File: src/hdl/crc16_framed_command_deframer_assert.svh
// concurrent check macros, empty when synthesised
`ifndef CRC16_FRAMED_COMMAND_DEFRAMER_ASSERT_SVH
`define CRC16_FRAMED_COMMAND_DEFRAMER_ASSERT_SVH

`ifndef SYNTHESIS

`define ASSERT_ALWAYS(label, clk, rst, prop) \
   label: assert property (@(posedge clk) disable iff (rst) (prop)) \
      else $error("invariant check failed");

`define ASSERT_IMPLIES(label, clk, rst, ante, cons) \
   label: assert property (@(posedge clk) disable iff (rst) (ante) |-> (cons)) \
      else $error("same-cycle implication failed");

`define ASSERT_NEXT(label, clk, rst, ante, cons) \
   label: assert property (@(posedge clk) disable iff (rst) (ante) |=> (cons)) \
      else $error("next-cycle implication failed");

`else

`define ASSERT_ALWAYS(label, clk, rst, prop)
`define ASSERT_IMPLIES(label, clk, rst, ante, cons)
`define ASSERT_NEXT(label, clk, rst, ante, cons)

`endif

`endif

File: src/hdl/crc16fd_pkg.sv
`timescale 1ns / 1ps

package crc16fd_pkg;

   localparam int BYTE_W       = 8;
   localparam int CRC_W        = 16;
   localparam int MAX_PAYLOAD  = 64;
   localparam int LEN_W        = 7;
   localparam int POS_W        = 6;
   localparam int MAX_LEN_CODE = MAX_PAYLOAD + 1;
   localparam int CRC_STEPS    = 8;
   localparam int STEP_W       = 4;
   localparam int CSR_IDX_W    = 2;
   localparam int CSR_DATA_W   = 16;

   localparam logic [BYTE_W-1:0] HEAD_RESET = 8'hA5;
   localparam logic [BYTE_W-1:0] TAIL_RESET = 8'h5A;
   localparam logic [CRC_W-1:0]  POLY_RESET = 16'h1021;

   typedef enum logic [CSR_IDX_W-1:0] {
      CSR_HEAD = 2'd0,
      CSR_TAIL = 2'd1,
      CSR_POLY = 2'd2
   } csr_index_type;

   typedef struct packed {
      logic              clear;
      logic              load;
      logic              from_zero;
      logic [BYTE_W-1:0] data;
   } crc_cmd_type;

   typedef struct packed {
      logic              we;
      logic [POS_W-1:0]  addr;
      logic [BYTE_W-1:0] data;
   } store_wr_type;

   typedef struct packed {
      logic              start;
      logic [BYTE_W-1:0] frame_type;
      logic [LEN_W-1:0]  data_len;
   } emit_cmd_type;

endpackage

File: src/hdl/crc16fd_channels.sv
`timescale 1ns / 1ps

interface crc16fd_req_if
   import crc16fd_pkg::*;
   ();
   logic              valid;
   logic              ready;
   logic [BYTE_W-1:0] rx_byte;

   modport source (output valid, output rx_byte, input ready);
   modport sink   (input valid, input rx_byte, output ready);
endinterface

interface crc16fd_rsp_if
   import crc16fd_pkg::*;
   ();
   logic              valid;
   logic              ready;
   logic [BYTE_W-1:0] frame_type;
   logic [LEN_W-1:0]  payload_length;
   logic              has_data;
   logic [BYTE_W-1:0] payload_byte;
   logic [POS_W-1:0]  byte_position;
   logic              last_of_frame;

   modport source (
      output valid, output frame_type, output payload_length, output has_data,
      output payload_byte, output byte_position, output last_of_frame,
      input ready
   );
   modport sink (
      input valid, input frame_type, input payload_length, input has_data,
      input payload_byte, input byte_position, input last_of_frame,
      output ready
   );
endinterface

File: src/hdl/crc16fd_crc_serial.sv
`timescale 1ns / 1ps
`include "crc16_framed_command_deframer_assert.svh"

module crc16fd_crc_serial
   import crc16fd_pkg::*;
   (
   input  logic             clock,
   input  logic             reset,
   input  crc_cmd_type      cmd,
   input  logic [CRC_W-1:0] polynomial,
   output logic [CRC_W-1:0] crc,
   output logic             busy
   );

   logic [CRC_W-1:0]  crc_ff, crc_in;
   logic [STEP_W-1:0] steps_ff, steps_in;
   logic [CRC_W-1:0]  shifted;

   assign shifted = {crc_ff[CRC_W-2:0], 1'b0};

   always_comb begin
      crc_in   = crc_ff;
      steps_in = steps_ff;
      priority if (cmd.clear) begin
         crc_in   = '0;
         steps_in = '0;
      end else if (cmd.load) begin
         // byte goes in at the top, then one bit per cycle
         crc_in   = (cmd.from_zero ? '0 : crc_ff) ^ {cmd.data, {(CRC_W-BYTE_W){1'b0}}};
         steps_in = STEP_W'(CRC_STEPS);
      end else if (steps_ff != '0) begin
         crc_in   = crc_ff[CRC_W-1] ? (shifted ^ polynomial) : shifted;
         steps_in = steps_ff - STEP_W'(1);
      end
   end

   always_ff @(posedge clock) begin
      if (reset) begin
         crc_ff   <= '0;
         steps_ff <= '0;
      end else begin
         crc_ff   <= crc_in;
         steps_ff <= steps_in;
      end
   end

   assign crc  = crc_ff;
   assign busy = (steps_ff != '0);

   `ASSERT_IMPLIES(a_no_load_while_busy, clock, reset, cmd.load, !busy)
   `ASSERT_NEXT(a_busy_after_load, clock, reset, cmd.load && !cmd.clear, busy)
   `ASSERT_ALWAYS(a_step_count_range, clock, reset, steps_ff <= STEP_W'(CRC_STEPS))

endmodule

File: src/hdl/crc16fd_emitter.sv
`timescale 1ns / 1ps
`include "crc16_framed_command_deframer_assert.svh"

module crc16fd_emitter
   import crc16fd_pkg::*;
   (
   input  logic                 clock,
   input  logic                 reset,
   input  store_wr_type         wr,
   input  emit_cmd_type         cmd,
   output logic                 busy,
   crc16fd_rsp_if.source        rsp_if
   );

   typedef enum logic [1:0] {
      E_IDLE,
      E_FETCH,
      E_SEND
   } emit_state_type;

   emit_state_type    state_ff;
   logic [POS_W-1:0]  pos_ff;
   logic [LEN_W-1:0]  len_ff;
   logic [BYTE_W-1:0] type_ff;
   logic              has_data_ff;
   logic [BYTE_W-1:0] rd_data_ff;
   logic [BYTE_W-1:0] store_mem [MAX_PAYLOAD];
   logic              last_beat;

   assign last_beat = !has_data_ff || (({1'b0, pos_ff} + LEN_W'(1)) == len_ff);

   always_ff @(posedge clock) begin
      if (wr.we) begin
         store_mem[wr.addr] <= wr.data;
      end
      if (state_ff == E_FETCH) begin
         rd_data_ff <= store_mem[pos_ff];
      end
   end

   always_ff @(posedge clock) begin
      if (reset) begin
         state_ff <= E_IDLE;
      end else begin
         unique case (state_ff)
            E_IDLE: begin
               if (cmd.start) begin
                  type_ff     <= cmd.frame_type;
                  len_ff      <= cmd.data_len;
                  pos_ff      <= '0;
                  has_data_ff <= (cmd.data_len != '0);
                  // type-only frame needs no store read
                  state_ff    <= (cmd.data_len == '0) ? E_SEND : E_FETCH;
               end
            end
            E_FETCH: begin
               state_ff <= E_SEND;
            end
            E_SEND: begin
               if (rsp_if.ready) begin
                  if (last_beat) begin
                     state_ff <= E_IDLE;
                  end else begin
                     pos_ff   <= pos_ff + POS_W'(1);
                     state_ff <= E_FETCH;
                  end
               end
            end
            default: begin
               state_ff <= E_IDLE;
            end
         endcase
      end
   end

   assign busy                  = (state_ff != E_IDLE);
   assign rsp_if.valid          = (state_ff == E_SEND);
   assign rsp_if.frame_type     = type_ff;
   assign rsp_if.payload_length = has_data_ff ? len_ff : '0;
   assign rsp_if.has_data       = has_data_ff;
   assign rsp_if.payload_byte   = has_data_ff ? rd_data_ff : '0;
   assign rsp_if.byte_position  = has_data_ff ? pos_ff : '0;
   assign rsp_if.last_of_frame  = last_beat;

   `ASSERT_IMPLIES(a_start_only_idle, clock, reset, cmd.start, !busy)
   `ASSERT_IMPLIES(a_type_only_is_last, clock, reset, rsp_if.valid && !rsp_if.has_data, rsp_if.last_of_frame)
   `ASSERT_NEXT(a_quiet_after_last, clock, reset, rsp_if.valid && rsp_if.ready && rsp_if.last_of_frame, !rsp_if.valid)

endmodule

File: src/hdl/crc16_framed_command_deframer.sv
`timescale 1ns / 1ps
// Frame parser for a byte stream: HEAD, LEN, TYPE, DATA..., CRC high, CRC low, TAIL.
// req_if carries one received byte per beat; rsp_if carries one result per data
// byte of a good frame, or a single result with has_data low for a type-only frame.
// LEN counts TYPE plus DATA, 1 to 65; anything else drops back to hunting for HEAD.
// The CRC-16 (seed zero, MSB first, polynomial from csr) covers TYPE and DATA.
// csr_we/csr_index/csr_wdata write head byte (0), tail byte (1) and polynomial (2);
// write only while the block is idle.
// After each TYPE or DATA byte is accepted, the bit-serial CRC unit shifts it in before
// the next byte is taken; other bytes need no shifting. req_if.ready is low while the
// CRC unit shifts or a frame is being emitted.
// After a good TAIL the emitter steps through FETCH (a registered read of the payload
// store) and then SEND for each data result; a type-only frame goes straight to SEND.
// A stalled rsp_if simply holds the current result; no input is taken meanwhile.
// Reset (synchronous) restores the register defaults and the hunting state; no
// clearing pass, the block is ready on the cycle after reset.
module crc16_framed_command_deframer
   import crc16fd_pkg::*;
   (
   input  logic                  clock,
   input  logic                  reset,
   crc16fd_req_if.sink           req_if,
   crc16fd_rsp_if.source         rsp_if,
   input  logic                  csr_we,
   input  logic [CSR_IDX_W-1:0]  csr_index,
   input  logic [CSR_DATA_W-1:0] csr_wdata
   );

   typedef enum logic [2:0] {
      PH_HUNT,
      PH_LEN,
      PH_TYPE,
      PH_DATA,
      PH_CRCH,
      PH_CRCL,
      PH_TAIL
   } phase_type;

   phase_type         phase_ff;
   logic [BYTE_W-1:0] head_ff, tail_ff;
   logic [CRC_W-1:0]  poly_ff;
   logic [LEN_W-1:0]  frame_len_ff;
   logic [LEN_W-1:0]  rcvd_ff;
   logic [BYTE_W-1:0] type_ff;
   logic [CRC_W-1:0]  crc_rx_ff;

   logic              accept;
   logic [BYTE_W-1:0] rx;
   logic              crc_busy, emit_busy;
   logic [CRC_W-1:0]  crc_value;
   logic [LEN_W:0]    rcvd_plus2;
   crc_cmd_type       crc_cmd;
   store_wr_type      store_wr;
   emit_cmd_type      emit_cmd;

   assign rx            = req_if.rx_byte;
   assign req_if.ready  = !crc_busy && !emit_busy;
   assign accept        = req_if.valid && req_if.ready;
   assign rcvd_plus2    = {1'b0, rcvd_ff} + (LEN_W+1)'(2);

   always_ff @(posedge clock) begin
      if (reset) begin
         head_ff <= HEAD_RESET;
         tail_ff <= TAIL_RESET;
         poly_ff <= POLY_RESET;
      end else if (csr_we) begin
         unique case (csr_index)
            CSR_HEAD: head_ff <= csr_wdata[BYTE_W-1:0];
            CSR_TAIL: tail_ff <= csr_wdata[BYTE_W-1:0];
            CSR_POLY: poly_ff <= csr_wdata[CRC_W-1:0];
            default:  ;
         endcase
      end
   end

   always_comb begin
      crc_cmd   = '0;
      store_wr  = '0;
      emit_cmd  = '0;
      crc_cmd.data        = rx;
      store_wr.addr       = rcvd_ff[POS_W-1:0];
      store_wr.data       = rx;
      emit_cmd.frame_type = type_ff;
      emit_cmd.data_len   = frame_len_ff - LEN_W'(1);
      if (accept) begin
         unique case (phase_ff)
            PH_LEN:  crc_cmd.clear = 1'b1;
            PH_TYPE: begin
               crc_cmd.load      = 1'b1;
               crc_cmd.from_zero = 1'b1;
            end
            PH_DATA: begin
               crc_cmd.load = 1'b1;
               store_wr.we  = 1'b1;
            end
            PH_TAIL: emit_cmd.start = (rx == tail_ff) && (crc_value == crc_rx_ff);
            default: ;
         endcase
      end
   end

   always_ff @(posedge clock) begin
      if (reset) begin
         phase_ff     <= PH_HUNT;
         frame_len_ff <= '0;
         rcvd_ff      <= '0;
         type_ff      <= '0;
         crc_rx_ff    <= '0;
      end else if (accept) begin
         unique case (phase_ff)
            PH_HUNT: begin
               if (rx == head_ff) begin
                  phase_ff <= PH_LEN;
               end
            end
            PH_LEN: begin
               rcvd_ff <= '0;
               if (rx == '0 || rx > BYTE_W'(MAX_LEN_CODE)) begin
                  frame_len_ff <= '0;
                  phase_ff     <= PH_HUNT;
               end else begin
                  frame_len_ff <= rx[LEN_W-1:0];
                  phase_ff     <= PH_TYPE;
               end
            end
            PH_TYPE: begin
               type_ff  <= rx;
               rcvd_ff  <= '0;
               phase_ff <= (frame_len_ff <= LEN_W'(1)) ? PH_CRCH : PH_DATA;
            end
            PH_DATA: begin
               rcvd_ff <= rcvd_ff + LEN_W'(1);
               // this byte was the last of the data field
               if (rcvd_plus2 >= {1'b0, frame_len_ff}) begin
                  phase_ff <= PH_CRCH;
               end
            end
            PH_CRCH: begin
               crc_rx_ff <= {rx, {BYTE_W{1'b0}}};
               phase_ff  <= PH_CRCL;
            end
            PH_CRCL: begin
               crc_rx_ff <= {crc_rx_ff[CRC_W-1:BYTE_W], rx};
               phase_ff  <= PH_TAIL;
            end
            PH_TAIL: begin
               phase_ff <= PH_HUNT;
            end
            default: begin
               phase_ff <= PH_HUNT;
            end
         endcase
      end
   end

   crc16fd_crc_serial u_crc (
      .clock      (clock),
      .reset      (reset),
      .cmd        (crc_cmd),
      .polynomial (poly_ff),
      .crc        (crc_value),
      .busy       (crc_busy)
   );

   crc16fd_emitter u_emit (
      .clock  (clock),
      .reset  (reset),
      .wr     (store_wr),
      .cmd    (emit_cmd),
      .busy   (emit_busy),
      .rsp_if (rsp_if)
   );

endmodule

File: src/flat_wrapper.sv
// flat-port wrapper written by rule: the top's interface ports become plain ports
module crc16_framed_command_deframer_flat import crc16fd_pkg::*;
  (clock, reset, csr_we, csr_index, csr_wdata, req_if_valid, req_if_rx_byte, req_if_ready, rsp_if_valid, rsp_if_frame_type, rsp_if_payload_length, rsp_if_has_data, rsp_if_payload_byte, rsp_if_byte_position, rsp_if_last_of_frame, rsp_if_ready);
  crc16fd_req_if req_if_i ();
  crc16fd_rsp_if rsp_if_i ();
  input  logic clock;
  input  logic reset;
  input  logic csr_we;
  input  logic [CSR_IDX_W-1:0] csr_index;
  input  logic [CSR_DATA_W-1:0] csr_wdata;
  input wire logic [$bits(req_if_i.valid)-1:0] req_if_valid;
  input wire logic [$bits(req_if_i.rx_byte)-1:0] req_if_rx_byte;
  output wire logic [$bits(req_if_i.ready)-1:0] req_if_ready;
  output wire logic [$bits(rsp_if_i.valid)-1:0] rsp_if_valid;
  output wire logic [$bits(rsp_if_i.frame_type)-1:0] rsp_if_frame_type;
  output wire logic [$bits(rsp_if_i.payload_length)-1:0] rsp_if_payload_length;
  output wire logic [$bits(rsp_if_i.has_data)-1:0] rsp_if_has_data;
  output wire logic [$bits(rsp_if_i.payload_byte)-1:0] rsp_if_payload_byte;
  output wire logic [$bits(rsp_if_i.byte_position)-1:0] rsp_if_byte_position;
  output wire logic [$bits(rsp_if_i.last_of_frame)-1:0] rsp_if_last_of_frame;
  input wire logic [$bits(rsp_if_i.ready)-1:0] rsp_if_ready;
  assign req_if_i.valid = req_if_valid;
  assign req_if_i.rx_byte = req_if_rx_byte;
  assign req_if_ready = req_if_i.ready;
  assign rsp_if_valid = rsp_if_i.valid;
  assign rsp_if_frame_type = rsp_if_i.frame_type;
  assign rsp_if_payload_length = rsp_if_i.payload_length;
  assign rsp_if_has_data = rsp_if_i.has_data;
  assign rsp_if_payload_byte = rsp_if_i.payload_byte;
  assign rsp_if_byte_position = rsp_if_i.byte_position;
  assign rsp_if_last_of_frame = rsp_if_i.last_of_frame;
  assign rsp_if_i.ready = rsp_if_ready;
  crc16_framed_command_deframer u_core (.clock(clock), .reset(reset), .req_if(req_if_i), .rsp_if(rsp_if_i), .csr_we(csr_we), .csr_index(csr_index), .csr_wdata(csr_wdata));
endmodule
File: config.mk
export PLATFORM = sky130hd
export DESIGN_NAME = crc16_framed_command_deframer_flat
export DESIGN_NICKNAME = d
export VERILOG_FILES = /design/src/hdl/crc16fd_pkg.sv /design/src/hdl/crc16fd_channels.sv /design/src/hdl/crc16fd_crc_serial.sv /design/src/hdl/crc16fd_emitter.sv /design/src/hdl/crc16_framed_command_deframer.sv /design/src/flat_wrapper.sv
export VERILOG_INCLUDE_DIRS = /design/src /design/src/hdl
export SDC_FILE = /design/constraint.sdc
export NUM_CORES = 1
export LEC_CHECK = 0
export BUFFER_PORTS_ARGS = -buffer_cell sky130_fd_sc_hd__buf_2
export CAP_MARGIN = 25
export CORE_MARGIN = 2
export CORE_UTILIZATION = 47
export DETAILED_ROUTE_END_ITERATION = 10
export GPL_TIMING_DRIVEN = 0
export PLACE_DENSITY_LB_ADDON = 0.2
export SKIP_CTS_REPAIR_TIMING = 1
export SLEW_MARGIN = 10
export SYNTH_ARGS = -nofsm -noshare
export SYNTH_HDL_FRONTEND = slang
export SYNTH_HIERARCHICAL = 1
export SYNTH_SLANG_ARGS = --single-unit
export TNS_END_PERCENT = 100
File: constraint.sdc
create_clock -name clock -period 3.4 [get_ports clock]
set_clock_uncertainty 0.15 [all_clocks]
set_input_delay 0.17 -clock clock [delete_from_list [all_inputs] [get_ports clock]]
set_output_delay 0.17 -clock clock [all_outputs]
set_load 0.02 [all_outputs]
# --- Word-level counts from Yosys, hierarchy flattened ---
# Memory sizes are Yosys's and may differ from the RTL's. A register that Yosys moved wholly into a read port is not among the register bits.
# Index checks and enable logic that the tools add are counted.
classes:
  n_addsub: 6
  order_cmp: 3
  n_eq_ne: 19
  n_mux: 36
  bitwise_logic: 4
  reduce_logical: 36
op_table:
  columns: ["cell", "n"]
  rows:
  - ["2-to-1 mux 16 bit", 4]
  - ["case mux 16 bit (2 select lines)", 1]
  - ["XOR 16 bit", 2]
  - ["2-to-1 mux 6 bit", 4]
  - ["case mux 3 bit (6 select lines)", 1]
  - ["equality test 16 bit", 1]
  - ["equality test 8 bit", 2]
  - ["AND reduction 2 bit", 8]
  - ["2-to-1 mux 7 bit", 2]
  - ["case mux 7 bit (2 select lines)", 1]
  - ["2-to-1 mux 3 bit", 4]
  - ["case mux 6 bit (2 select lines)", 1]
  - ["2-to-1 mux 1 bit", 10]
  - ["nonzero test 2 bit", 5]
  - ["equality test 3 bit (second input constant)", 3]
  - ["AND reduction 3 bit", 3]
  - ["adder 7 x 2 -> 8 bit (second input constant)", 1]
  - [">= comparator 8 x 7 -> 1 bit", 1]
  - ["greater-than comparator 8 x 7 -> 1 bit (second input constant)", 1]
  - ["logical NOT 8 bit", 1]
  - ["2-to-1 mux 2 bit", 4]
  - ["2-to-1 mux 4 bit", 2]
  - ["2-to-1 mux 8 bit", 1]
  - ["!= test 2 x 1 -> 1 bit (second input constant)", 4]
  - ["other kinds (25)", 37]
word_totals:
  ff_bits: 117
  ram_bits: 512
  in_bits: 31
  output_inout_bits: 33
  elab_cells: 122
  mem_count: 1
mem_list:
  columns: ["memory", "depth", "word_bits", "read_ports", "rd_ports_with_merged_regs", "wr", "line", "text"]
  rows:
  - ["u_core.u_emit.store_mem", 64, 8, 1, 1, 1, "crc16fd_emitter.sv:27", "logic [BYTE_W-1:0] store_mem [MAX_PAYLOAD];"]

# --- Depth between registers and ports, before layout ---
logic_depth:
  word_depth: 8
  ltp_mapped: 13
  depth_no_buf: 12

# --- By module ---
# Netlist, hierarchy kept.
by_module_without_submodules:
  columns: ["mod", "n_inst", "cells_each", "area_per_inst_um2", "seq_area_each_um2"]
  rows:
  - ["crc16fd_emitter", 1, 958, 21245.4, 16315.6]
  - ["crc16_framed_command_deframer", 1, 428, 3624.7, 1461.4]
  - ["crc16fd_crc_serial", 1, 152, 1322.5, 400.4]

# --- Worst setup path before layout ---
# No wires, ideal clock.
synth_path:
  path_kind: "flip-flop to flip-flop"
  startpoint: "register u_core.u_crc.steps_ff[0]"
  endpoint: "register u_core.u_emit.len_ff[0] (enable)"
  setup_time_ns: 0.364
  arrival_ns: 2.732
  slack_ns: 0.154
  stages_incl_launch_ff: 12
  path_buffers: 0
  synth_period_minus_slack_ns: 3.246
  path_cell_list: "dfxtp_1 > inv_1 > ha_1 > nor3b_2 > inv_2 > nor3b_2 > nand2_1 > nor4b_1 > nand3_1 > nor4_1 > or3b_2 > inv_1"
synth_rtl:
  columns: ["element", "line", "text"]
  rows:
  - ["start, declared", "crc16fd_crc_serial.sv:16", "logic [STEP_W-1:0] steps_ff, steps_in;"]
  - ["start signal, assigned", "crc16fd_crc_serial.sv:43", "steps_ff <= steps_in;"]
  - ["end signal, assigned", "crc16fd_emitter.sv:49", "len_ff <= cmd.data_len;"]
  - ["end, declared", "crc16fd_emitter.sv:23", "logic [LEN_W-1:0] len_ff;"]

==> run summary <==
Average footprint of a synthesized cell: 17.0 um2. The placed instances occupy a cell area of 27,600 um2. The number of antenna diodes in the final layout is 0. Of the available clock period, the critical path in the final layout requires 98.1%.

The logs give 68 for the pin count of the biggest net entering global routing and 43.0 mm for the detailed-placement wirelength estimate. VDD sags by at most 0.000385 V. For the part of the power in combinational logic, the log shows 6.0%.

The class of the tightest hold or removal check was input pin to flop. Input and output buffers added on the ports amount to 63. Internal power comes to 13.1 mW. The logs give 71 for the number of library cell types mapped by synthesis and 0 for the overflow left after global routing. Yosys attributes the largest share of cell area to edfxtp_1 (62%), mux4_2 (13%), dfxtp_1 (7.3%). The congestion estimate from routability-driven global placement came to 0.828. After floorplanning, the core was sized to cover 55,100 um2. Once the floorplan was initialized, standard cells occupied 47.5% of the core. The flow ran to the end, but the final reports show violations. Worst-case clock buffer depth: 3.

Total count of hold-check failures in the final report: 9. The floorplan step set the die height to 240 um. The number of global-route vias before repair is 14,400, and the aggregate routed wire length is 64.8 mm. The startpoint identified for the worst register-to-register timing path is u_core/u_emit/pos_ff[1]$_SDFFCE_PN0P_. Prior to clock tree synthesis, the placed netlist has a worst setup slack of -0.927 ns.

The post-route netlist has 26.2% of its cells at a drive strength greater than 1. After detailed routing, the average wire length per cell comes to 25.6 um. The critical path class is flop to flop.

The routed design could run at a clock period as short as 3.33 ns. The tools report the worst setup path startpoint as u_core/u_emit/pos_ff[1]$_SDFFCE_PN0P_. For this design the ratio of total power to cell area is 540 nW/um2. Clock tree synthesis inserted a total of 69 buffers. Summed over its instances, the top area cell type makes up 62.1% of the synthesized netlist area. The post-synthesis to final-layout area growth works out to 18.0%. After detailed placement, the design holds a cell count of 2,358. The worst pin sits at a relative slew slack of 25.1%. The critical path endpoint is u_core/u_emit/rd_data_ff[2]$_DFFE_PN_.

The synthesis-stage register bit count is 637. The filler cells instantiated in the layout total 4,319. The endpoint identified for the worst register-to-register timing path is u_core/u_emit/rd_data_ff[2]$_DFFE_PN_.

The die is 240 um wide. The worst path meets setup with 0.0650 ns of slack. For this block, the initial DRC count from the detailed router was 1,345.

Net switching is 21.4% of the power. The portion of total power attributed to sequential cells was 51.6%; the slew at the pin with the worst max-slew slack was 1.12 ns. The first global-routing pass estimated 94.0 mm of wire. Setup repair after global routing left no endpoint under its margin. The logs give 64 for the I/O pin total and 2,528 for the final instance count without filler cells.

The net count reported at finish was 1,776; the post-layout instance area was 30,900 um2. Dividing the detail-routed via count by the number of cells gives 5.85. The number of antenna violations at the first check in global routing is 0, and the synthesized cell area is 26,200 um2. For this design the total switching power over the nets is 3.57 mW. Of all nets on the critical path, the largest fanout is 10. The type of element capturing the critical path is a flop. The final reports fail on negative hold slack. The run gives 1,538 as the synthesized netlist cell count. The number of maximum-capacitance constraint violations came out at 0. For the worst-skew pair, the clock arrives at the later sink with an insertion delay of 0.59 ns.

The tools report the final number of max-transition violations as 0. The number of detailed-routing iterations run before antenna repair is 5, and the die footprint is 57,600 um2. The tools report the hold slack as -0.0147 ns. The share of power burned in the clock network came out at 42.4%. The most area-hungry cell type in the Yosys netlist was edfxtp_1.

DRC violation count after routing: 0. Global routing consumed, over all layers together, 22.6% of the routing resources. The tools report the buffer type at the clock tree root as clkbuf_16. The routed layout has 14,800 vias. The synthesis warning total is 6, and the proportion of register bits with asynchronous set or reset after synthesis is 0%. The run gives 9.76 nW as the static leakage power. TritonCTS built the clock tree. The synthesized design contains 542 enable-type register cells. Based on the critical path, the design can be clocked at up to 0.300 GHz. The depth of the most critical reg-to-reg path is 6, and the sequential element share of the synthesized area is 69.4%. For the arrival time of the worst setup path, the log shows 3.50 ns. CTS saw 637 sinks. The tools report the sort of element at the start of the critical path as a flop. Setup violations remaining at the end of the flow were counted as 0. In this run the core area contains 86 standard-cell rows. The post-synthesis net count is 1,583. The number of H-tree levels is 3, and the clock slew at the register clock pins of the worst setup and hold paths is 0.06 ns.

The reg-to-reg setup timing slack is 0.07 ns. The primary flip-flop cell chosen by synthesis mapping was edfxtp_1. For the number of nets with antenna violations after routing, the log shows 0. The design draws 16.7 mW. STA puts the critical path data required time at 3.56 ns.
[cell usage after synthesis, drive strengths merged, types with 4 or more instances]
master	instances
edfxtp	542
mux4	155
nor2	121
dfxtp	95
nand2	85
clkbuf	52
xnor2	39
a21oi	37
buf	35
mux2i	33
nand3	27
inv	25
xor2	25
and2	23
nor2b	23
nand2b	18
a22oi	16
o21ai	15
ha	14
nor3	14
nand3b	9
nand4	9
o211ai	9
o31ai	9
or4b	9
a211o	8
a21boi	8
and3b	8
nand4b	8
and3	7
o32ai	7
nor4	6
nor3b	5
o22ai	5
or2	4
[final cells by class]
type | instances | area (um2) | area share, %
well taps | 748 | 936 | 3.03
multi-input cells | 788 | 8110 | 26.2
flip-flops and latches | 637 | 18200 | 58.8
plain buffers | 87 | 413 | 1.34
repair buffers | 122 | 1060 | 3.43
clock inverters | 27 | 225 | 0.729
inverters | 26 | 101 | 0.328
clock buffers | 93 | 1880 | 6.09
[placed cells by master (no fill, tap or decap), types with 9 or more instances in the layout]
master           n
a21oi_1         37
a22oi_1         16
and2_1          23
buf_12          16
buf_2           81
buf_4           20
clkbuf_1        67
clkbuf_16       72
clkinv_1        15
dfxtp_1         95
dlygate4sd3_1   27
edfxtp_1       542
ha_1            13
inv_1           23
mux2i_1         33
mux4_2         155
nand2_1         82
nand2b_1        18
nand3_1         23
nand3b_1         9
nand4_1          9
nor2_1          59
nor2_4          57
nor2b_1         22
nor3_1          11
o31ai_1          9
xnor2_1         39
xor2_1          25
[flip-flops by register name, indices dropped and copies added (netlist names), 16 cells and up]
signal,cells
u_core/crc_rx_ff,16
u_core/u_crc/crc,16
u_core/u_emit/store_mem,512
u_core/poly_ff,16
[worst min-delay path by stage]
stage                 startpoint                                  endpoint  slack [ns]  depth (start not counted)
2_1_floorplan              reset    u_core/u_emit/state_ff[1]$_SDFFE_PP0P_        0.09                          1
3_3_place_gp       csr_wdata[12]           u_core/poly_ff[12]$_SDFFE_PP1P_        0.25                          3
3_5_place_dp       csr_wdata[12]           u_core/poly_ff[12]$_SDFFE_PP1P_        0.25                          3
4_1_cts            csr_wdata[12]           u_core/poly_ff[12]$_SDFFE_PP1P_       -0.38                          3
5_1_grt        req_if_rx_byte[0]  u_core/u_emit/store_mem[52][0]$_DFFE_PP_       0.003                          1
6_report            csr_index[1]            u_core/poly_ff[3]$_SDFFE_PP0P_       -0.01                          4
[cells by family after synthesis]
group	after synthesis	share of synthesized area, %
buffers and inverters	113	1.89
and+or+nand+nor	385	7.58
DFF	637	69.4
muxes	189	14.6
xor gates and xnor gates	65	2.23
adders and majority gates	14	0.669
AOI/OAI and AO/OA	135	3.59
[per-layer routing]
layer	track usage (%)	vias up	wire length, um	share of wire [%]
li1	-	6435	-	-
met1	31.7	7756	27300	42
met2	37.0	494	32000	49
met3	3.77	95	4040	6.2
met4	6.06	0	1490	2.3
met5	0	-	0	0
[through the flow]
stage | util [%] | TNS [ns]
after detailed placement | 50.1 | -249.22
final | 56.1 | 0
after floorplan | - | 0
after CTS | 53.9 | -250.41
after global placement | 49.8 | -214.03
after global routing | 56.1 | 0
[worst max-delay path, cell delays in order (launching register included)]
cell and delay, ns:
edfxtp_1 0.47, buf_2 0.32, clkbuf_1 0.62, mux4_2 0.41
mux4_2 0.55, a22oi_1 0.41, o21ai_1 0.14
[power groups by stage]
stage / Combinational [mW] / Clock [mW] / Sequential [mW]
final: 1.00 / 7.08 / 8.62
after floorplan: 0.592 / 0 / 8.75
after detailed placement: 0.900 / 0 / 8.78
after global routing: 1.09 / 7.50 / 8.63
after global placement: 0.855 / 0 / 8.79
after CTS: 0.903 / 7.21 / 8.62
Note: power is estimated with default switching activity, not from simulation.
